<file path="config.mk">
export PLATFORM = sky130hd
export DESIGN_NAME = gbf_ram
export DESIGN_NICKNAME = d
export VERILOG_FILES = /design/src/sv/gbf_ram.sv
export SDC_FILE = /design/constraint.sdc
export NUM_CORES = 1
export LEC_CHECK = 0
export BUFFER_PORTS_ARGS = -buffer_cell sky130_fd_sc_hd__buf_2
export CORE_MARGIN = 2
export CORE_UTILIZATION = 55
export CTS_CLUSTER_SIZE = 30
export DETAILED_ROUTE_END_ITERATION = 8
export GPL_TIMING_DRIVEN = 0
export PLACE_DENSITY = 0.71
export SLEW_MARGIN = 20
export SYNTH_ARGS = -nofsm -noshare
export SYNTH_HDL_FRONTEND = slang
export SYNTH_SLANG_ARGS = --single-unit
</file>
<file path="constraint.sdc">
create_clock -name aclk -period 2.4 [get_ports aclk]
set_clock_uncertainty 0.05 [all_clocks]
set_input_delay 0.24 -clock aclk [delete_from_list [all_inputs] [get_ports aclk]]
set_output_delay 0.24 -clock aclk [all_outputs]
set_load 0.02 [all_outputs]
</file>
<file path="src/sv/gbf_ram.sv">
// Generic single-port-write, single-port-read RAM with registered read data.
module gbf_ram #(
    parameter int W = 8,
    parameter int D = 64
) (
    input  logic                 aclk,
    input  logic                 we,
    input  logic [$clog2(D)-1:0] waddr,
    input  logic [W-1:0]         wdata,
    input  logic                 re,
    input  logic [$clog2(D)-1:0] raddr,
    output logic [W-1:0]         rdata
);
    logic [W-1:0] mem [D];

    always_ff @(posedge aclk) begin
        if (we) begin
            mem[waddr] <= wdata;
        end
        if (re) begin
            rdata <= mem[raddr];
        end
    end
endmodule

</file>
==> flow_summary.yaml, run 1 <==
sta:
  finalSetupViolations: 0
  tns_ns: 0
  rsz0062_at_grt: "no"
  maxSlewHeadroom_pct: 33.36
  finalHoldViolCount: 0
  final.period_utilization_pct: 96.83
  finalCriticalPeriod_ns: 2.324
  transition_time_of_the_tightest_slew_check_pin_ns: 0.9960
  slew_viol_final: 0
  worst_hold_slack_ns: 0.04829
  max_clock_freq_ghz: 0.4303
clock_network:
  tritoncts: "done"
  post_cts.repair.setup_buffers: 0
  clock_tree.htree_level_count: 2
  clk_pin_slew_ns: 0.06
  cts_made_buffers: 50
  clk_latency_ns: 0.57
  clock_path_buffers: 3
  ctsRootBufferMaster: "sky130_fd_sc_hd__clkbuf_16"
  numClockSinks: 520
floorplan:
  floorplan.rows: 70
  die_width_microns: 195.9
  die_area_sq_um: 38360
  dieHeight_microns: 195.9
  fp.coreArea_sq_um: 36430
  starting_density_pct: 55.57
  boundaryPins: 31
drt:
  detailedRoute.firstIterationViolations: 1289
  route.detailed.vias_per_inst: 6.516
  via_count: 9924
  wl_mm: 46.34
  avgRoutedWirePerCell_microns: 30.43
  drt_first_pass_iters: 8
  remaining_drc_errors: 0
  postRouteAntennaNets: 0
power_and_ir_drop:
  total_leakage_power_nw: 6.994
  sw_frac_of_total_pct: 21.04
  p_int_mw: 14.55
  part_of_the_total_power_dissipated_in_combinational_logic_pct: 5.5
  post-layout-total-power_mw: 18.42
  seqPwrFrac_pct: 54.8
  p_switching_mw: 3.875
  power.density_nw_per_um2: 818.0
  power.share.clock_pct: 39.8
  irDropWorstVdd_uv: 493.2
grt:
  first_global_vias: 9846
  wire_length_of_the_first_global_routing_pass_mm: 67.21
  global_route.overflow_total: 0
  pin_count_of_the_biggest_net_entering_global_routing: 65
  globalRouteTotalUtil_pct: 24.84
  number_of_antenna_violations_at_the_first_check_in_global_routing: 3
cells_and_area:
  seqCellArea_sq_um: 15620
  final_area_sq_um: 22520
  flow.area_growth_from_synthesis_pct: 11.23
  multi_input_comb_area_sq_um: 4338
  antenna_cells: 0
  drive_gt1_share_pct: 24.93
  filler_cell_count: 2489
  design.final.nets: 1038
  final_core_utilization_pct: 61.81
setup_path:
  worst-endpoint-required_ns: 2.63
  worst-path-buf-inv: 0
  timing.critical_path.slowest_stage_cell: "sky130_fd_sc_hd__a2111oi_0"
  worstSetupEndpointType: "flip-flop"
  critical_path.cell_chain: "mux4_2 -> nor2b_1 -> a2111oi_0 -> o41ai_2"
  path_delay_family: "compound AO/OA/AOI/OAI gates"
  critical_path.max_fanout: 1
  criticalPathCategory: "reg -> reg"
  timing.critical_path.slowest_cell_delay_ns: 0.74
  critPathArrivalTime_ns: 2.55
  startpoint_type: "flip-flop"
outcome:
  status: "complete, no violations"
synthesis:
  yosys.area_share.adder_pct: 0
  fraction_of_the_yosys_area_taken_by_sequential_cells_pct: 77.12
  synth_fp_nets: 963
  synth-warning-count: 0
  synth.top_cells.by_area: "sky130_fd_sc_hd__edfxtp_1, sky130_fd_sc_hd__mux4_2, sky130_fd_sc_hd__nor2_1, sky130_fd_sc_hd__mux2i_1, sky130_fd_sc_hd__mux2_2"
  yosys.cell_types.count: 39
  synthDominantCellAreaShare_pct: 77.12
  synth.mux.area_fraction_pct: 15.88
  ys.flop_type: "sky130_fd_sc_hd__edfxtp_1"
  post_synth.cell_area_avg_sq_um: 21.54
  synth_top_family_by_area: "multiplexers"
  synth_area_leader_cell: "sky130_fd_sc_hd__edfxtp_1"
  synth_async_sr_flop_share_pct: 0
  synthCells: 940
  netlist_area_sq_um: 20250
  synth_xor_xnor_area_share_pct: 0
  number_of_synthesized_flops_with_an_enable_pin: 520
  ys_seq_elements: 520
  synth_simple_gate_area_share_pct: 3.374
  synth-compound-area-share_pct: 2.064
flow_run:
  maxCapViolations: 0
min_path:
  hold_class: "in -> reg"
place:
  gp_routability_congestion: 0.9479
  dp.final_hpwl_mm: 29.51
  port-buffer-count: 22
  dpl_cell_area_sq_um: 20980
-- layer usage --
| layer | vias to the layer above | GRT usage [%] | share of wire, % |
|---|---|---|---|
| li1 | 4082 | - | - |
| met5 | - | 0 | 0.084 |
| met3 | 96 | 5.123 | 9.8 |
| met2 | 572 | 38.41 | 47 |
| met1 | 5168 | 36.05 | 40 |
| met4 | 6 | 8.389 | 3.3 |
-- repair_timing --
action / 4_1_cts / 5_1_grt
resized for setup: 4 / 5
hold buffers: 1 / 0
pin swaps: 0 / 0
endpoints found under the hold margin: 8 / 0
endpoints found under the setup margin: 3 / 6
-- worst register-to-register path, delay by kind of cell (launching register included) --
family	cells	cell delay [ns]
AND/OR/NAND/NOR	1	0.17
flip-flops	1	0.37
multiplexers	1	0.47
AO/OA/AOI/OAI	2	0.97
-- cell type report --
class                      count  area share [%]
buffer                        50           1.411
clock buffer                  68           5.950
clock inverter                24          0.7056
multi-input combinational    369           19.26
sequential                   520           69.34
tap                          468           2.600
timing repair buffer          24          0.7334
-- layout by cell type, fill, tap and decap left out, types with 8 or more instances in the layout --
master / instances
sky130_fd_sc_hd__buf_4: 21
sky130_fd_sc_hd__nor2b_1: 14
sky130_fd_sc_hd__buf_2: 25
sky130_fd_sc_hd__mux4_2: 126
sky130_fd_sc_hd__edfxtp_1: 520
sky130_fd_sc_hd__o221ai_1: 8
sky130_fd_sc_hd__mux2i_1: 23
sky130_fd_sc_hd__clkbuf_16: 51
sky130_fd_sc_hd__mux2_2: 13
sky130_fd_sc_hd__clkbuf_1: 33
sky130_fd_sc_hd__clkinv_2: 9
sky130_fd_sc_hd__nor2_1: 83
sky130_fd_sc_hd__clkinv_1: 12
sky130_fd_sc_hd__o22ai_1: 8
sky130_fd_sc_hd__nand3_1: 12
sky130_fd_sc_hd__nand2_1: 19
-- per-stage QoR --
stage	instances	setup slack [ns]
6_report	1523	0.07600
5_1_grt	1523	0.04506
4_1_cts	1524	0.05027
3_5_place_dp	1431	-0.8069
3_3_place_gp	1430	-0.8277
2_1_floorplan	940	0.3037
-- synthesized netlist by cell type, drive strengths merged, types with 7 or more instances --
cell and number:
nand2b 7, buf 34, clkbuf 17, nor2 83, nand2 19, mux2 13, edfxtp 520, o221ai 8
mux4 126, o22ai 8, nor3 7, mux2i 23, nor2b 14, nand3 13
-- cells by family (layout without fill, tap and decap cells) --
kind of cell | after synthesis | after routing
AND/OR/NAND/NOR | 153 | 153
flip-flops | 520 | 520
AO/OA/AOI/OAI | 54 | 54
buffers and inverters | 51 | 166
multiplexers | 162 | 162
-- flip-flops by register name, summed over array words and instances (netlist names) --
signal and flops:
rdata 8, mem 512
-- power by group through the flow --
stage | sequential, mW | combinational [mW] | clock, mW
global route | 10.1 | 1.06 | 7.67
detailed placement | 10.3 | 0.991 | 0
floorplan | 10.3 | 0.536 | 0
finish | 10.1 | 1.01 | 7.33
global placement | 10.3 | 0.964 | 0
CTS | 10.1 | 0.997 | 7.39
-- worst paths after layout --
check	start	to	slack, ns	depth (start not counted)
hold / removal	raddr[5]	rdata[5]	0.05	2
setup reg to reg	mem[3][3]	rdata[3]	0.08	4
hold reg to reg	mem[6][7]	rdata[7]	0.89	4
setup / recovery	mem[3][3]	rdata[3]	0.08	4
No activity file was read; power rests on OpenSTA's default activity.
==> inputs of run 2 (changes only) <==
==> constraint.sdc (replaced) <==
create_clock -name aclk -period 2.15 [get_ports aclk]
set_clock_uncertainty 0.05 [all_clocks]
set_input_delay 0.5375 -clock aclk [delete_from_list [all_inputs] [get_ports aclk]]
set_output_delay 0.5375 -clock aclk [all_outputs]
set_load 0.02 [all_outputs]
==> flow_summary.yaml, run 2 (synthesis gave the netlist of run 1 again) <==
sta:
  max_clock_freq_ghz: 0.4482
  transition_time_of_the_tightest_slew_check_pin_ns: 0.8393
  rsz0062_at_grt: "yes"
  maxSlewHeadroom_pct: 43.84
  slew_viol_final: 0
  finalSetupViolations: 25
  finalHoldViolCount: 0
  tns_ns: -1.559
  finalCriticalPeriod_ns: 2.231
  final.period_utilization_pct: 103.8
  fin_ws_ns: -0.08120
power_and_ir_drop:
  p_switching_mw: 4.272
  power.density_nw_per_um2: 890.0
  part_of_the_total_power_dissipated_in_combinational_logic_pct: 6.2
  p_int_mw: 16.27
  irDropWorstVdd_uv: 540.6
  power.share.clock_pct: 39.0
  seqPwrFrac_pct: 54.8
  post-layout-total-power_mw: 20.54
  total_leakage_power_nw: 7.103
  sw_frac_of_total_pct: 20.79
floorplan:
  die_width_microns: 195.9
  starting_density_pct: 55.57
  boundaryPins: 31
  floorplan.rows: 70
  dieHeight_microns: 195.9
  die_area_sq_um: 38360
  fp.coreArea_sq_um: 36430
grt:
  first_global_vias: 9871
  globalRouteTotalUtil_pct: 24.66
  pin_count_of_the_biggest_net_entering_global_routing: 65
  global_route.overflow_total: 0
  number_of_antenna_violations_at_the_first_check_in_global_routing: 5
  wire_length_of_the_first_global_routing_pass_mm: 66.70
setup_path:
  rr_endpoint: "rdata[3]"
  startpoint_type: "input pin"
  worst-path-buf-inv: 1
  critical_path.cell_chain: "clkbuf_1 -> nand4_1 -> nor2_1"
  path_delay_family: "simple AND/OR/NAND/NOR gates"
  timing.critical_path.slowest_stage_cell: "sky130_fd_sc_hd__nor2_1"
  critPathArrivalTime_ns: 2.36
  crit-reg2reg-launch: "mem[51][3]"
  worst-endpoint-required_ns: 2.28
  timing.critical_path.from: "waddr[1]"
  r2r_cells: 4
  critical_path.max_fanout: 10
  criticalPathCategory: "in -> reg"
  timing.critical_path.slowest_cell_delay_ns: 0.82
  regToRegSetupSlack_ns: 0.01
  worstSetupEndpointType: "flip-flop"
clock_network:
  cts_made_buffers: 50
  clk_pin_slew_ns: 0.06
  clock_tree.htree_level_count: 2
  numClockSinks: 520
  ctsRootBufferMaster: "sky130_fd_sc_hd__clkbuf_16"
  clk_latency_ns: 0.56
  clock_path_buffers: 3
  tritoncts: "done"
drt:
  postRouteAntennaNets: 0
  top_signal_layer_used: "met5"
  route.detailed.vias_per_inst: 6.615
  remaining_drc_errors: 1
  met2_wirelength_mm: 21.86
  drt_first_pass_iters: 7
  avgRoutedWirePerCell_microns: 30.71
  detailedRoute.firstIterationViolations: 1231
  dr_wl_met3_mm: 4.984
  wirelength_met1_mm: 18.39
  via_count: 10030
  wl_mm: 46.55
outcome:
  failing_checks: "design-rule violations, negative setup slack"
  status: "finished with violations"
cells_and_area:
  layout_top_registers: "mem (512), rdata (8)"
  design.final.nets: 1040
  drive_gt1_share_pct: 33.52
  most_common_cell_after_layout_fill_and_taps_aside: "sky130_fd_sc_hd__edfxtp_1"
  final_area_sq_um: 23080
  flow.area_growth_from_synthesis_pct: 14.00
  biggest_register: "mem"
  largest_register_ffs: 512
  commonest_cells_after_routing_fill_and_taps_aside: "sky130_fd_sc_hd__edfxtp_1, sky130_fd_sc_hd__mux4_2, sky130_fd_sc_hd__clkbuf_16"
min_path:
  whs_endpoint: "rdata[2]"
  hold_class: "in -> reg"
  timing.hold.worst_path_depth: 1
  hold_path_startpoint: "re"
place:
  gp_routability_congestion: 0.9489
  port-buffer-count: 22
  dp.final_hpwl_mm: 29.15
  dpl_cell_area_sq_um: 21010
  placement.setup.worst_slack_ns: -1.373
flow_run:
  maxCapViolations: 0
run 2: what timing repair did:
action                                  CTS  global route
pin swaps                                 2             2
endpoints found under the setup margin  112           328
cloned                                    0             0
hold buffers                              0             0
setup buffers                             0             3
gates resized for setup                  66            91
run 2: routing by layer:
layer  GRT usage (%)  vias up
li1                -     4083
met1           35.58     5207
met2           37.71      640
met3           6.154       91
met4           8.053        8
met5               0        -
run 2: metrics by stage:
step | instances | hold WS [ns] | utilization, %
after floorplan | 940 | 0.5864 | -
after global placement | 1430 | 0.8235 | 57.57
after detailed placement | 1431 | 0.8380 | 57.66
after CTS | 1513 | 0.2528 | 62.38
after global routing | 1516 | 0.2682 | 63.35
final | 1516 | 0.2604 | 63.35
run 2: layout make-up:
class,instances,area [sq um]
fillers,2408,13350
diodes,1,2.502
well taps,468,585.6
multi-input cells,369,4713
clock buffers,64,1368
flip-flops and latches,520,15620
clock inverters,18,100.1
repair buffers,26,182.7
plain buffers,50,515.5
run 2: how the worst max path moves through the flow:
stage / cells past startpoint / slack (ns) / endpoint
3_3_place_gp: 7 / -1.37 / rdata[3]
6_report: 3 / -0.08 / mem[63][1]
3_5_place_dp: 7 / -1.37 / rdata[5]
2_1_floorplan: 7 / -0.12 / rdata[7]
4_1_cts: 4 / -0.15 / mem[21][5]
5_1_grt: 3 / -0.13 / mem[23][6]
run 2: power by group through the flow:
stage | sequential [mW] | clock [mW] | combinational, mW
floorplan | 11.5 | 0 | 0.606
global placement | 11.5 | 0 | 1.09
detailed placement | 11.5 | 0 | 1.11
CTS | 11.3 | 8.09 | 1.18
global route | 11.3 | 8.45 | 1.31
finish | 11.3 | 8.02 | 1.26
==> inputs of run 3 (changes only) <==
CELL_PAD_IN_SITES_DETAIL_PLACEMENT = 1   (was not set)
CELL_PAD_IN_SITES_GLOBAL_PLACEMENT = 1   (was not set)
CTS_BUF_LIST = sky130_fd_sc_hd__clkbuf_4 sky130_fd_sc_hd__clkbuf_8   (was not set)
PLACE_DENSITY = not set   (was 0.71)
PLACE_DENSITY_LB_ADDON = 0.1   (was not set)
==> flow_summary.yaml, run 3 (synthesis gave the netlist of run 1 again) <==
setup_path:
  startpoint_type: "input pin"
  worst-path-buf-inv: 1
  critical_path.cell_chain: "buf_2 -> nor2b_1 -> nand3_1 -> nor2_1"
  criticalPathCategory: "in -> reg"
  worstSetupEndpointType: "flip-flop"
  critical_path.max_fanout: 8
  worst-endpoint-required_ns: 2.35
  timing.critical_path.slowest_cell_delay_ns: 0.88
  path_delay_family: "simple AND/OR/NAND/NOR gates"
  critPathArrivalTime_ns: 2.52
  timing.critical_path.slowest_stage_cell: "sky130_fd_sc_hd__nor2_1"
cells_and_area:
  flow.area_growth_from_synthesis_pct: 13.77
  final_core_utilization_pct: 63.22
  drive_gt1_share_pct: 37.10
  filler_cell_count: 2993
  commonest_cells_after_routing_fill_and_taps_aside: "sky130_fd_sc_hd__edfxtp_1, sky130_fd_sc_hd__mux4_2, sky130_fd_sc_hd__clkbuf_8"
  most_common_cell_after_layout_fill_and_taps_aside: "sky130_fd_sc_hd__edfxtp_1"
  biggest_register: "mem"
  layout_top_registers: "mem (512), rdata (8)"
  design.final.nets: 1070
  largest_register_ffs: 512
grt:
  number_of_antenna_violations_at_the_first_check_in_global_routing: 2
  globalRouteTotalUtil_pct: 28.07
  first_global_vias: 10690
  global_route.overflow_total: 0
  wire_length_of_the_first_global_routing_pass_mm: 74.98
  pin_count_of_the_biggest_net_entering_global_routing: 65
sta:
  finalCriticalPeriod_ns: 2.317
  finalSetupViolations: 135
  rsz0062_at_grt: "yes"
  slew_viol_final: 0
  fin_ws_ns: -0.1672
  final.period_utilization_pct: 107.8
  finalHoldViolCount: 0
  transition_time_of_the_tightest_slew_check_pin_ns: 0.8972
  maxSlewHeadroom_pct: 40.02
  max_clock_freq_ghz: 0.4316
place:
  port-buffer-count: 22
  dp.final_hpwl_mm: 32.38
  gp_routability_congestion: 0.8568
power_and_ir_drop:
  total_leakage_power_nw: 7.129
  post-layout-total-power_mw: 20.19
  irDropWorstVdd_uv: 537.0
  power.density_nw_per_um2: 876.6
drt:
  postRouteAntennaNets: 0
  avgRoutedWirePerCell_microns: 32.95
  detailedRoute.firstIterationViolations: 1065
  wl_mm: 51.87
  via_count: 10200
  route.detailed.vias_per_inst: 6.480
  remaining_drc_errors: 0
  drt_first_pass_iters: 6
min_path:
  hold_class: "in -> reg"
floorplan:
  die_width_microns: 195.9
  fp.coreArea_sq_um: 36430
  die_area_sq_um: 38360
  dieHeight_microns: 195.9
  starting_density_pct: 55.57
  floorplan.rows: 70
  boundaryPins: 31
clock_network:
  cts_made_buffers: 81
  tritoncts: "done"
  ctsRootBufferMaster: "sky130_fd_sc_hd__clkbuf_8"
  postCtsHoldBufs: 0
  numClockSinks: 520
  clock_path_buffers: 3
  clock_tree.htree_level_count: 3
  clk_latency_ns: 0.64
  clk_pin_slew_ns: 0.06
outcome:
  failing_checks: "negative setup slack"
  status: "finished with violations"
flow_run:
  maxCapViolations: 0
## run 3: layout make-up
type	instances	area, sq um	area share [%]
timing repair buffer	24	145.1	0.6301
buffer	51	473.0	2.053
sequential	520	15620	67.79
antenna	1	2.502	0.01086
tap	468	585.6	2.542
clock inverter	41	193.9	0.8419
clock buffer	100	1264	5.486
multi-input combinational	369	4756	20.65
## run 3: routing by layer
layer,global-route usage (%),part of all wire (%),vias up
met5,0,0.023,-
met4,9.400,1.9,2
met3,5.243,7.3,67
met2,42.24,47,437
met1,42.27,44,5516
li1,-,-,4177
## run 3: what timing repair did
item | in CTS | in global routing
setup buffers | 0 | 2
cloned | 0 | 0
setup endpoints to repair | 241 | 348
pin swaps | 5 | 2
gates resized for setup | 87 | 68
## run 3: metrics by stage
stage | area (sq um) | hold slack [ns] | TNS [ns] | setup slack, ns | std cells
final | 23030 | 0.2022 | -7.887 | -0.1672 | 1574
after floorplan | 20280 | 0.5864 | -0.9411 | -0.1228 | 940
after CTS | 22720 | 0.1712 | -6.439 | -0.2130 | 1571
after global placement | 20980 | 0.8218 | -292.16 | -1.426 | 1430
after detailed placement | 20990 | 0.8504 | -342.40 | -1.425 | 1430
after global routing | 23030 | 0.1876 | -18.11 | -0.1739 | 1574
## run 3: worst paths after layout
| check | startpoint | endpoint | slack, ns | cells after the start |
|---|---|---|---|---|
| hold / removal | re | rdata[2] | 0.20 | 1 |
| setup reg to reg | mem[3][1] | rdata[1] | 0.01 | 5 |
| setup / recovery | we | mem[62][1] | -0.17 | 4 |
| hold reg to reg | mem[35][2] | rdata[2] | 0.94 | 4 |
## run 3: where the power goes
part / switching (mW) / total, mW / internal (mW)
logic: 0.822 / 1.29 / 0.464
clock network: 3.77 / 7.64 / 3.87
registers: 0.0196 / 11.3 / 11.2
total: 4.61 / 20.2 / 15.6
